**src/rtl/binary_arithmetic_bin_decoder_macros.svh**
```systemverilog
// assertion macros used by the decoder datapath bad_dp
// expects clk and arst_n in the scope of use
`ifndef BINARY_ARITHMETIC_BIN_DECODER_MACROS_SVH
`define BINARY_ARITHMETIC_BIN_DECODER_MACROS_SVH

// antecedent implies consequent in the same cycle
`define BAD_ASSERT_IMP(lbl, ante, cons, msg) \
	lbl: assert property (@(posedge clk) disable iff (!arst_n) (ante) |-> (cons)) \
		else $error(msg);

// antecedent implies consequent in the next cycle
`define BAD_ASSERT_NEXT(lbl, ante, cons, msg) \
	lbl: assert property (@(posedge clk) disable iff (!arst_n) (ante) |=> (cons)) \
		else $error(msg);

`endif

```
**src/rtl/bad_pkg.sv**
```systemverilog
// types, constants and helper functions of the binary arithmetic bin decoder
// used by bad_ctl, bad_dp and the top level; no dependencies
`timescale 1ns / 1ps

package bad_pkg;

	localparam int NUM_CONTEXTS_DEF = 256;
	localparam int BUFFER_BITS_DEF  = 64;

	typedef enum logic [2:0] {
		CMD_PUSH  = 3'd0,
		CMD_START = 3'd1,
		CMD_CLEAR = 3'd2,
		CMD_REG   = 3'd3,
		CMD_WGT   = 3'd4,
		CMD_BYP   = 3'd5,
		CMD_STF   = 3'd6,
		CMD_NOP   = 3'd7
	} cmd_t;

	typedef enum logic [1:0] {
		ST_OK   = 2'd0,
		ST_MORE = 2'd1,
		ST_OVER = 2'd2,
		ST_IDLE = 2'd3
	} status_t;

	typedef enum logic [3:0] {
		S_IDLE, S_DISPATCH, S_SHIFT9, S_NORM_S, S_RD1, S_RD2, S_SPLIT,
		S_RENORM, S_VNORM, S_COMMIT, S_ADAPT1, S_ADAPT2, S_DONE
	} state_t;

	typedef enum logic [4:0] {
		OP_NONE, OP_CAPTURE, OP_PUSH, OP_START_INIT, OP_CLEAR, OP_LOAD,
		OP_LAT1, OP_LAT2, OP_SPLIT, OP_SHIFT_START, OP_SHIFT_NORM,
		OP_RENORM_STEP, OP_RENORM_END, OP_COMMIT, OP_COMMIT_START,
		OP_ADAPT1, OP_ADAPT2, OP_SET_STATUS
	} op_t;

	typedef struct packed {
		op_t     op;
		status_t status;
		logic    out_load;
	} ctl_t;

	typedef struct packed {
		cmd_t cmd;
		logic started;
		logic have_bit;
		logic vt_low;
		logic i9;
		logic lr_low;
		logic split_mps;
		logic split_same;
		logic full;
		logic out_free;
	} dp_stat_t;

	typedef struct packed {
		logic [1:0] cycle;
		logic       mps;
		logic [9:0] prob;
	} ctx_t;

	localparam ctx_t CTX_RESET = '{cycle: 2'd0, mps: 1'b0, prob: 10'd1023};

	// index reduction by restoring subtraction, eight steps
	function automatic logic [7:0] ctx_mod(input logic [7:0] idx, input logic [10:0] n);
		logic [18:0] r;
		logic [18:0] s;
		r = {11'd0, idx};
		for (int k = 7; k >= 0; k--) begin
			s = {8'd0, n} << k;
			if (r >= s) begin
				r = r - s;
			end
		end
		return r[7:0];
	endfunction

	function automatic ctx_t ctx_adapt(input ctx_t c, input logic bin);
		ctx_t        r;
		logic [10:0] p;
		logic [2:0]  cwr;
		logic [10:0] d;
		r   = c;
		p   = {1'b0, c.prob};
		cwr = (c.cycle <= 2'd1) ? 3'd3 : ((c.cycle == 2'd2) ? 3'd4 : 3'd5);
		if (bin != c.mps) begin
			if (c.cycle <= 2'd2) begin
				r.cycle = c.cycle + 2'd1;
			end
			d = (cwr == 3'd3) ? 11'd197 : ((cwr == 3'd4) ? 11'd95 : 11'd46);
			p = p + d;
			if (p > 11'd1023) begin
				p     = 11'd2047 - p;
				r.mps = ~c.mps;
			end
		end else begin
			if (c.cycle == 2'd0) begin
				r.cycle = 2'd1;
			end
			p = p - (p >> cwr) - (p >> (cwr + 3'd2));
		end
		r.prob = p[9:0];
		return r;
	endfunction

endpackage

```
**src/rtl/bad_ctl.sv**
```systemverilog
// command sequencer of the bin decoder
// depends on bad_pkg; drives bad_dp through ctl_t, reads dp_stat_t
`timescale 1ns / 1ps

module bad_ctl (
	input  logic              clk,
	input  logic              arst_n,
	input  logic              in_valid,
	output logic              in_ready,
	input  bad_pkg::dp_stat_t st,
	output bad_pkg::ctl_t     ctl
);

	bad_pkg::state_t state_q, state_d;
	logic two_ctx;
	logic uses_ctx;

	assign two_ctx  = (st.cmd == bad_pkg::CMD_WGT);
	assign uses_ctx = (st.cmd == bad_pkg::CMD_REG) || two_ctx;

	always_ff @(posedge clk or negedge arst_n) begin
		if (!arst_n) begin
			state_q <= bad_pkg::S_IDLE;
		end else begin
			state_q <= state_d;
		end
	end

	always_comb begin
		state_d      = state_q;
		ctl.op       = bad_pkg::OP_NONE;
		ctl.status   = bad_pkg::ST_OK;
		ctl.out_load = 1'b0;
		in_ready     = 1'b0;
		unique case (state_q)
			bad_pkg::S_IDLE: begin
				in_ready = 1'b1;
				if (in_valid) begin
					ctl.op  = bad_pkg::OP_CAPTURE;
					state_d = bad_pkg::S_DISPATCH;
				end
			end
			bad_pkg::S_DISPATCH: begin
				state_d = bad_pkg::S_DONE;
				unique case (st.cmd)
					bad_pkg::CMD_PUSH: begin
						if (st.full) begin
							ctl.op     = bad_pkg::OP_SET_STATUS;
							ctl.status = bad_pkg::ST_OVER;
						end else begin
							ctl.op = bad_pkg::OP_PUSH;
						end
					end
					bad_pkg::CMD_START: begin
						ctl.op  = bad_pkg::OP_START_INIT;
						state_d = bad_pkg::S_SHIFT9;
					end
					bad_pkg::CMD_CLEAR: ctl.op = bad_pkg::OP_CLEAR;
					bad_pkg::CMD_REG, bad_pkg::CMD_WGT,
					bad_pkg::CMD_BYP, bad_pkg::CMD_STF: begin
						if (!st.started) begin
							ctl.op     = bad_pkg::OP_SET_STATUS;
							ctl.status = bad_pkg::ST_IDLE;
						end else begin
							ctl.op  = bad_pkg::OP_LOAD;
							state_d = uses_ctx ? bad_pkg::S_RD1 : bad_pkg::S_SPLIT;
						end
					end
					default: ctl.op = bad_pkg::OP_NONE;
				endcase
			end
			bad_pkg::S_SHIFT9: begin
				if (st.i9) begin
					state_d = bad_pkg::S_NORM_S;
				end else if (!st.have_bit) begin
					ctl.op     = bad_pkg::OP_SET_STATUS;
					ctl.status = bad_pkg::ST_MORE;
					state_d    = bad_pkg::S_DONE;
				end else begin
					ctl.op = bad_pkg::OP_SHIFT_START;
				end
			end
			bad_pkg::S_NORM_S: begin
				if (!st.vt_low) begin
					ctl.op  = bad_pkg::OP_COMMIT_START;
					state_d = bad_pkg::S_DONE;
				end else if (!st.have_bit) begin
					ctl.op     = bad_pkg::OP_SET_STATUS;
					ctl.status = bad_pkg::ST_MORE;
					state_d    = bad_pkg::S_DONE;
				end else begin
					ctl.op = bad_pkg::OP_SHIFT_NORM;
				end
			end
			bad_pkg::S_RD1: begin
				ctl.op  = bad_pkg::OP_LAT1;
				state_d = two_ctx ? bad_pkg::S_RD2 : bad_pkg::S_SPLIT;
			end
			bad_pkg::S_RD2: begin
				ctl.op  = bad_pkg::OP_LAT2;
				state_d = bad_pkg::S_SPLIT;
			end
			bad_pkg::S_SPLIT: begin
				if (st.split_mps) begin
					ctl.op  = bad_pkg::OP_SPLIT;
					state_d = bad_pkg::S_COMMIT;
				end else if (st.split_same || st.have_bit) begin
					ctl.op  = bad_pkg::OP_SPLIT;
					state_d = bad_pkg::S_RENORM;
				end else begin
					ctl.op     = bad_pkg::OP_SET_STATUS;
					ctl.status = bad_pkg::ST_MORE;
					state_d    = bad_pkg::S_DONE;
				end
			end
			bad_pkg::S_RENORM: begin
				if (st.lr_low && !st.i9) begin
					if (st.have_bit) begin
						ctl.op = bad_pkg::OP_RENORM_STEP;
					end else begin
						ctl.op     = bad_pkg::OP_SET_STATUS;
						ctl.status = bad_pkg::ST_MORE;
						state_d    = bad_pkg::S_DONE;
					end
				end else begin
					ctl.op  = bad_pkg::OP_RENORM_END;
					state_d = bad_pkg::S_VNORM;
				end
			end
			bad_pkg::S_VNORM: begin
				if (st.vt_low) begin
					if (st.have_bit) begin
						ctl.op = bad_pkg::OP_SHIFT_NORM;
					end else begin
						ctl.op     = bad_pkg::OP_SET_STATUS;
						ctl.status = bad_pkg::ST_MORE;
						state_d    = bad_pkg::S_DONE;
					end
				end else begin
					ctl.op  = bad_pkg::OP_COMMIT;
					state_d = uses_ctx ? bad_pkg::S_ADAPT1 : bad_pkg::S_DONE;
				end
			end
			bad_pkg::S_COMMIT: begin
				ctl.op  = bad_pkg::OP_COMMIT;
				state_d = uses_ctx ? bad_pkg::S_ADAPT1 : bad_pkg::S_DONE;
			end
			bad_pkg::S_ADAPT1: begin
				ctl.op  = bad_pkg::OP_ADAPT1;
				state_d = two_ctx ? bad_pkg::S_ADAPT2 : bad_pkg::S_DONE;
			end
			bad_pkg::S_ADAPT2: begin
				ctl.op  = bad_pkg::OP_ADAPT2;
				state_d = bad_pkg::S_DONE;
			end
			bad_pkg::S_DONE: begin
				if (st.out_free) begin
					ctl.out_load = 1'b1;
					state_d      = bad_pkg::S_IDLE;
				end
			end
			default: state_d = bad_pkg::S_IDLE;
		endcase
	end

endmodule

```
**config.mk**
```make
export PLATFORM = sky130hd
export DESIGN_NAME = bad_ctl
export DESIGN_NICKNAME = d
export VERILOG_FILES = /design/src/rtl/binary_arithmetic_bin_decoder_macros.svh /design/src/rtl/bad_pkg.sv /design/src/rtl/bad_ctl.sv
export SDC_FILE = /design/constraint.sdc
export NUM_CORES = 1
export LEC_CHECK = 0
export BUFFER_PORTS_ARGS = -buffer_cell sky130_fd_sc_hd__buf_4
export CORE_UTILIZATION = 30
export CTS_BUF_LIST = sky130_fd_sc_hd__clkbuf_8
export CTS_CLUSTER_SIZE = 14
export DETAILED_ROUTE_END_ITERATION = 8
export PLACE_DENSITY = 0.59
export SYNTH_ARGS = -nofsm -noshare
export SYNTH_HDL_FRONTEND = slang
export SYNTH_SLANG_ARGS = --single-unit
```
**constraint.sdc**
```tcl
create_clock -name clk -period 3.04 [get_ports clk]
set_input_delay 0.608 -clock clk [delete_from_list [all_inputs] [get_ports clk]]
set_output_delay 0.608 -clock clk [all_outputs]
set_load 0.01 [all_outputs]
```
Word-level counts from Yosys, hierarchy flattened
Cells that the tools add are included.
- input bits: 15
- logic and storage cells: 72
- bits in registers: 4
- output and inout port bits: 9
- reduce and logical (&&, ||, !) cells: 9
- muxes and demuxes: 42
- equality and inequality tests: 20
- operator list (operator ; count):
    one-hot mux 5 bit (12 select lines) ; 1
    one-hot mux 4 bit (13 select lines) ; 1
    2-to-1 mux 5 bit ; 10
    2-to-1 mux 4 bit ; 10
    equality test 4 bit (second input constant) ; 5
    one-hot mux 5 bit (4 select lines) ; 1
    equality test 4 x 3 -> 1 bit (second input constant) ; 4
    2-to-1 mux 2 bit ; 5
    one-hot mux 2 bit (5 select lines) ; 1
    equality test 3 bit (second input constant) ; 3
    equality test 4 x 2 -> 1 bit (second input constant) ; 2
    2-to-1 mux 1 bit ; 8
    one-hot mux 4 bit (2 select lines) ; 1
    2-to-1 mux 7 bit ; 1
    equality test 3 x 2 -> 1 bit (second input constant) ; 2
    2-to-1 mux 3 bit ; 2
    equality test 4 x 1 -> 1 bit (second input constant) ; 1
    zero test 4 bit ; 1
    != test 2 bit (second input constant) ; 2
    one-hot mux 2 bit (2 select lines) ; 1
    OR reduction 4 bit ; 1
    equality test 3 x 1 -> 1 bit (second input constant) ; 1
    zero test 3 bit ; 1
    logical OR 1 bit ; 2
    4 further kinds ; 4

Depth between registers and ports, before layout
Gate-level depths: netlist of the first run.
- word-level depth: 6
- gate-level depth with buffers: 6
- mapped depth without buffers: 4

Worst setup path before layout of the first run
Ideal clock, no wire load.
- kind: reg-to-output
- start point: register state_q[2]
- end point: output port ctl[7] (netlist bit)
- stages on the path, launching flop included: 7
- data arrival time: 1.647 ns
- buffers on the path: 2
- path slack: 0.785 ns
- data required time: 2.432 ns
- cell sequence: dfrtp_1 buf_6 or4b_1 buf_2 a211o_1 o31ai_2 nand3b_1
- RTL lines (item ; line ; text):
    start, declared ; bad_ctl.sv:14 ; bad_pkg::state_t state_q, state_d;
    start signal, assigned ; bad_ctl.sv:23 ; state_q <= bad_pkg::S_IDLE;
    start signal, assigned ; bad_ctl.sv:25 ; state_q <= state_d;
    end, declared ; bad_ctl.sv:11 ; output bad_pkg::ctl_t ctl

==> flow_metrics.env, run 1 <==
export IMPL_largest_net_degree_at_the_start_of_global_routing=16
export IMPL_drt_iter0_drc=55
export IMPL_layout_worst_path_cycle_share=0.959
export IMPL_routed_wirelength_mm=3.23
export IMPL_cts_hold_buf=0
export IMPL_tritoncts_num_buffers=3
export IMPL_synthTopCellsByArea="sky130_fd_sc_hd__dfrtp_1, sky130_fd_sc_hd__nand2b_1, sky130_fd_sc_hd__o21ai_0"
export IMPL_max_cap_violations=0
export IMPL_worstPathRequired_ps=2430
export IMPL_gp_congestion=1.04
export IMPL_netlist_area_pre_place_um2=937
export IMPL_power_density_nw_per_um2=819
export IMPL_yosys_area_top_type="sky130_fd_sc_hd__dfrtp_1"
export IMPL_crit_path_end_kind="output port"
export IMPL_die_outline_height_um=57.9
export IMPL_syn_nets=158
export IMPL_timing_final_max_slew_violations=0
export IMPL_async_flop_share=1.00
export IMPL_critical_path_arrival_ps=2310
export IMPL_initial_utilization=0.329
export IMPL_io_pins=24
export IMPL_post_route_drc_count=1
export IMPL_largestRegisters="state_q (4)"
export IMPL_synth_ff_latch_count=4
export IMPL_tritoncts="yes"
export IMPL_reg2reg_setup_slack_ps=890
export IMPL_synth_warning_count=0
export IMPL_synthCells=143
export IMPL_total_inserted_antenna_cells=0
export IMPL_grt_setup_unrepaired="false"
export IMPL_cts_path_max_buffers=2
export IMPL_max_freq_ghz=0.343
export IMPL_clockRootBuffer="sky130_fd_sc_hd__clkbuf_8"
export IMPL_finalHoldWorstSlack_ps=183
export IMPL_finClkSkew_ps=1.61
export IMPL_clk_transition_reported_paths_ps=30
export IMPL_worstMarginPinSlew_ps=762
export IMPL_number_of_buffers_inserted_to_repair_setup_after_cts=0
export IMPL_leakage_power_nw=0.493
export IMPL_placement_rows=19
export IMPL_fill_cells=313
export IMPL_clock_sink_count=4
export IMPL_setup_violations_final=0
export IMPL_synth_edf_count=0
export IMPL_dp_hpwl_mm=2.45
export IMPL_dp_cells=189
export IMPL_timing_hold_worst_class="input pin to async pin"
export IMPL_post_synth_cell_area_avg_um2=6.55
export IMPL_die_area_um2=3350
export IMPL_via_per_inst=6.40
export IMPL_seq_area_frac_synth=0.107
export IMPL_netlist_area_leader_share=0.107
export IMPL_timing_worst_setup_path_type="register to output port"
export IMPL_dr_total_vias=1228
export IMPL_failed_checks="design-rule violations"
export IMPL_final_hold_violation_count=0
export IMPL_drt_pass1_iterations=8
export IMPL_numPortBuffers=23
export IMPL_final_period_minus_worst_setup_slack_ps=2920
export IMPL_detail_route_antenna_nets=0
export IMPL_crit_fanout=15
export IMPL_run_status="finished with violations"
export IMPL_largest_register_ffs=4
export IMPL_grt_first_pass_wirelength_mm=5.23
export IMPL_vdd_ir_max_mv=0.367
export IMPL_cts_resized=0
export IMPL_final_cell_count_no_fill=192
export IMPL_first_global_vias=1072
export IMPL_total_neg_setup_slack_ps=0
export IMPL_ctsHtreeMaxLevel=1
export IMPL_worst_setup_path_start_kind="register"
export IMPL_grt_overflow_total=0
export IMPL_routedWlPerCell_um=16.8
export IMPL_slew_headroom=0.487
export IMPL_register_with_the_highest_flop_count="state_q"
export IMPL_die_x_um=57.9
export IMPL_antenna_found_initial=0
export IMPL_worst_skew_pair_late_latency_ps=210
export IMPL_globalRouteTotalUtil=0.199
export IMPL_design_final_nets=178
export IMPL_synth_distinct_cells=41
export IMPL_final_layout_size_suffix_gt1_frac=0.217
export IMPL_core_area_um2=2850
export IMPL_postSynth_topFlopCell="sky130_fd_sc_hd__dfrtp_1"
export IMPL_syn2layout_area_growth_pct=24.3
where the power goes:
part	switching, mW	internal [mW]	leakage, nW
clock	0.0251	0.0842	0.0216
combinational	0.379	0.310	0.421
sequential	0.0777	0.0781	0.0503
logic make-up after synthesis:
kind of cell	Yosys count	share of synthesized area
AOI/OAI and AO/OA	50	0.382
buffers and inverters	17	0.0828
DFF	4	0.107
and+or+nand+nor	72	0.429
cell usage after synthesis, drive strengths merged, types with 3 or more instances:
library cell	instances
nand2	13
o21ai	11
a31oi	5
nor3	6
clkbuf	7
a21oi	7
nor2	11
nor2b	7
nand2b	9
nand3b	3
buf	6
nand3	4
nor4	3
or3	4
a2111oi	4
inv	4
a211oi	3
dfrtp	4
metrics by stage:
stage                     area (µm²)  setup slack [ps]   util  power (mW)
after floorplan                  937               785      -       0.588
after global placement          1120               395  0.394       0.834
after detailed placement        1120               439  0.394       0.828
after CTS                       1160               204  0.408       0.943
after global routing            1160              19.3  0.408        1.03
final                           1160               124  0.408       0.954
layout make-up:
type	count	area, µm²	area share
inverters	4	15.0	0.0129
well taps	31	38.8	0.0333
flip-flops and latches	4	100	0.0859
multi-input cells	122	759	0.652
clock buffers	3	41.3	0.0354
repair buffers	28	210	0.180
layer usage:
layer,wire length (µm),share of wire,GRT usage
met1,1420,0.44,0.291
met2,1510,0.47,0.304
met3,267,0.083,0.0268
met4,33,0.010,0.0544
met5,0,0,0
worst max-delay path: stages (launching register included):
cell and delay (ps):
sky130_fd_sc_hd__dfrtp_1 630, sky130_fd_sc_hd__or4b_1 600, sky130_fd_sc_hd__a2111oi_0 530, sky130_fd_sc_hd__a2111o_1 210, sky130_fd_sc_hd__buf_4 120
path summary, 6_finish.rpt:
| check | from | to | depth (start not counted) |
|---|---|---|---|
| max in group asynchronous | arst_n | state_q[1] | 1 |
| min | arst_n | state_q[0] | 1 |
| min reg2reg | state_q[3] | state_q[3] | 3 |
| min in group clk | st[2] | state_q[1] | 3 |
| max | state_q[0] | ctl[5] | 4 |
| max reg2reg | state_q[0] | state_q[2] | 4 |
cells in the final DEF, fill, tap and decap left out:
| master | instances |
|---|---|
| sky130_fd_sc_hd__a2111o_1 | 2 |
| sky130_fd_sc_hd__and3_1 | 2 |
| sky130_fd_sc_hd__nor4_1 | 3 |
| sky130_fd_sc_hd__nor3_1 | 6 |
| sky130_fd_sc_hd__a21oi_1 | 7 |
| sky130_fd_sc_hd__a2111oi_0 | 4 |
| sky130_fd_sc_hd__a21bo_2 | 1 |
| sky130_fd_sc_hd__or4_1 | 1 |
| sky130_fd_sc_hd__a211o_1 | 1 |
| sky130_fd_sc_hd__o22a_1 | 1 |
| sky130_fd_sc_hd__nand2b_1 | 9 |
| sky130_fd_sc_hd__a221oi_1 | 1 |
| sky130_fd_sc_hd__dfrtp_1 | 4 |
| sky130_fd_sc_hd__a21o_1 | 2 |
| sky130_fd_sc_hd__clkbuf_8 | 3 |
| sky130_fd_sc_hd__a31oi_1 | 5 |
| sky130_fd_sc_hd__or3b_2 | 2 |
| sky130_fd_sc_hd__nor4b_1 | 2 |
| sky130_fd_sc_hd__a21boi_0 | 1 |
| sky130_fd_sc_hd__nor2_1 | 11 |
| sky130_fd_sc_hd__nand3b_1 | 3 |
| sky130_fd_sc_hd__nand4_1 | 1 |
| sky130_fd_sc_hd__o21ai_0 | 11 |
| sky130_fd_sc_hd__o2bb2ai_1 | 1 |
| sky130_fd_sc_hd__buf_4 | 28 |
| sky130_fd_sc_hd__nor2b_1 | 7 |
| sky130_fd_sc_hd__o311ai_0 | 1 |
| sky130_fd_sc_hd__or4b_1 | 1 |
| sky130_fd_sc_hd__inv_1 | 4 |
| sky130_fd_sc_hd__nor3b_1 | 2 |
| sky130_fd_sc_hd__a311oi_1 | 2 |
| sky130_fd_sc_hd__or3_1 | 4 |
| sky130_fd_sc_hd__o31ai_2 | 1 |
| sky130_fd_sc_hd__nand3_1 | 4 |
| sky130_fd_sc_hd__nand2_1 | 13 |
| sky130_fd_sc_hd__a211oi_1 | 3 |
| sky130_fd_sc_hd__a32oi_1 | 2 |
| sky130_fd_sc_hd__and4_1 | 1 |
| sky130_fd_sc_hd__o22ai_1 | 2 |
| sky130_fd_sc_hd__o211a_1 | 2 |
Note: power is estimated with default switching activity, not from simulation.
==> run 2, diff against run 1 <==
CORE_UTILIZATION = 59   (was 30)
PLACE_DENSITY = 0.95   (was 0.59)
clock period = 3.42 ns   (was 3.04 ns; I/O delays follow)
==> run 2 against run 1 <==
  * Hold slack gained 75 ps
  * The flow now finishes without violations
  * Core utilization grew 36 points
  * Highest routed layer unchanged
  * Non-clock buffer count shrank 1
==> flow_metrics.env, run 2 (synthesized netlist as in run 1, its figures left out) <==
export IMPL_register_with_the_highest_flop_count="state_q"
export IMPL_clock_sink_count=4
export IMPL_syn2layout_area_growth_pct=21.5
export IMPL_core_area_um2=1490
export IMPL_timing_hold_worst_class="input pin to async pin"
export IMPL_clockRootBuffer="sky130_fd_sc_hd__clkbuf_8"
export IMPL_antenna_found_initial=0
export IMPL_vdd_ir_max_mv=0.339
export IMPL_worstMarginPinSlew_ps=676
export IMPL_setup_violations_final=0
export IMPL_crit_chain="or4b_1 > a2111oi_0 > a2111o_1 > buf_4"
export IMPL_routed_wirelength_mm=2.97
export IMPL_globalRouteTotalUtil=0.347
export IMPL_pwr_share_comb=0.731
export IMPL_cts_resized=0
export IMPL_initial_utilization=0.629
export IMPL_tritoncts_num_buffers=3
export IMPL_numPortBuffers=23
export IMPL_max_freq_ghz=0.348
export IMPL_worst_setup_path_start_kind="register"
export IMPL_die_outline_height_um=41.9
export IMPL_final_layout_size_suffix_gt1_frac=0.213
export IMPL_ctsHtreeMaxLevel=1
export IMPL_layout_worst_path_cycle_share=0.840
export IMPL_io_pins=24
export IMPL_internal_power_mw=0.414
export IMPL_crit_family="compound AO/OA/AOI/OAI gates"
export IMPL_slowest_delay_ps=610
export IMPL_dr_total_vias=1269
export IMPL_via_per_inst=7.21
export IMPL_detail_route_antenna_nets=0
export IMPL_die_area_um2=1750
export IMPL_worstPathRequired_ps=2740
export IMPL_gp_congestion=0.967
export IMPL_final_hold_violation_count=0
export IMPL_clk_transition_reported_paths_ps=30
export IMPL_drt_pass1_iterations=4
export IMPL_p_seq_frac=0.151
export IMPL_drt_iter0_drc=77
export IMPL_number_of_buffers_inserted_to_repair_setup_after_cts=0
export IMPL_cts_hold_buf=0
export IMPL_largest_net_degree_at_the_start_of_global_routing=18
export IMPL_first_global_vias=1077
export IMPL_fill_cells=111
export IMPL_grt_first_pass_wirelength_mm=4.84
export IMPL_crit_path_end_kind="output port"
export IMPL_power_switching_fraction=0.503
export IMPL_final_period_minus_worst_setup_slack_ps=2870
export IMPL_placement_rows=14
export IMPL_post_route_drc_count=0
export IMPL_run_status="completed"
export IMPL_timing_final_max_slew_violations=0
export IMPL_die_x_um=41.9
export IMPL_layout_common_cells="sky130_fd_sc_hd__buf_4, sky130_fd_sc_hd__nand2_1, sky130_fd_sc_hd__nor2_1, sky130_fd_sc_hd__o21ai_0, sky130_fd_sc_hd__nand2b_1"
export IMPL_dp_cells=173
export IMPL_timing_worst_setup_path_type="register to output port"
export IMPL_critPathSlowestCell="sky130_fd_sc_hd__or4b_1"
export IMPL_design_area_um2=1140
export IMPL_final_cell_count_no_fill=176
export IMPL_share_clk_of_total_power=0.118
export IMPL_crit_buf_inv=1
export IMPL_total_inserted_antenna_cells=0
export IMPL_crit_fanout=12
export IMPL_dp_hpwl_mm=2.17
export IMPL_power_net_switching_mw=0.419
export IMPL_tritoncts="yes"
export IMPL_slew_headroom=0.545
export IMPL_max_cap_violations=0
export IMPL_finalHoldWorstSlack_ps=258
export IMPL_worst_skew_pair_late_latency_ps=220
export IMPL_cts_path_max_buffers=2
export IMPL_power_density_nw_per_um2=731
export IMPL_largest_register_ffs=4
export IMPL_routedWlPerCell_um=16.8
export IMPL_grt_setup_unrepaired="false"
export IMPL_grt_overflow_total=0
export IMPL_layout_cells_most_common="sky130_fd_sc_hd__buf_4"
export IMPL_critical_path_arrival_ps=2190
export IMPL_finClkSkew_ps=2.33
export IMPL_dpl_instance_area_um2=1100
export IMPL_total_neg_setup_slack_ps=0
export IMPL_largestRegisters="state_q (4)"
export IMPL_leakage_power_nw=0.488
export IMPL_design_final_nets=177
-- run 2: changes by cell type in the layout (fill, tap and decap cells not counted) --
cell / delta
sky130_fd_sc_hd__buf_4: -1
-- run 2: through the flow --
step | utilization | setup slack (ps) | total power [mW]
after CTS | 0.765 | 615 | 0.819
after global routing | 0.765 | 477 | 0.892
after detailed placement | 0.737 | 881 | 0.710
after global placement | 0.737 | 853 | 0.706
after floorplan | - | 1040 | 0.522
final | 0.765 | 546 | 0.833
-- run 2: path summary, 6_finish.rpt --
| kind | start | end | slack (ps) | cells after the start |
|---|---|---|---|---|
| max | state_q[0] | ctl[5] | 550 | 4 |
| min | arst_n | state_q[0] | 260 | 1 |
| max reg2reg | state_q[0] | state_q[2] | 1400 | 5 |
| min reg2reg | state_q[2] | state_q[0] | 800 | 3 |
| max in group asynchronous | arst_n | state_q[3] | 3060 | 1 |
| min in group clk | st[2] | state_q[1] | 800 | 3 |
-- run 2: power by group through the flow --
stage / clock network (mW) / registers (mW) / logic, mW
finish: 0.0985 / 0.126 / 0.608
global route: 0.103 / 0.133 / 0.655
CTS: 0.0993 / 0.124 / 0.596
detailed placement: 0 / 0.124 / 0.586
global placement: 0 / 0.125 / 0.581
floorplan: 0 / 0.0846 / 0.438
-- run 2: worst reg2reg max path, delay by kind of cell, from the launching register on --
family	cells	cell delay, ps
AOI/OAI and AO/OA	1	380
buffers and inverters	1	250
DFF	1	500
and+or+nand+nor	3	750
-- run 2: cell type report --
type                            count  area (µm²)  area share
Clock buffer                        3        41.3      0.0363
Inverter                            4        15.0      0.0132
Multi-Input combinational cell    122         759       0.667
Sequential cell                     4         100      0.0879
Tap cell                           16        20.0      0.0176
Timing Repair Buffer               27         203       0.178
-- run 2: metal layers --
metal	routed length, µm	GRT usage	share of wire
met1	1170	0.471	0.40
met2	1360	0.534	0.46
met3	329	0.0609	0.11
met4	108	0.155	0.036
met5	0	0	0
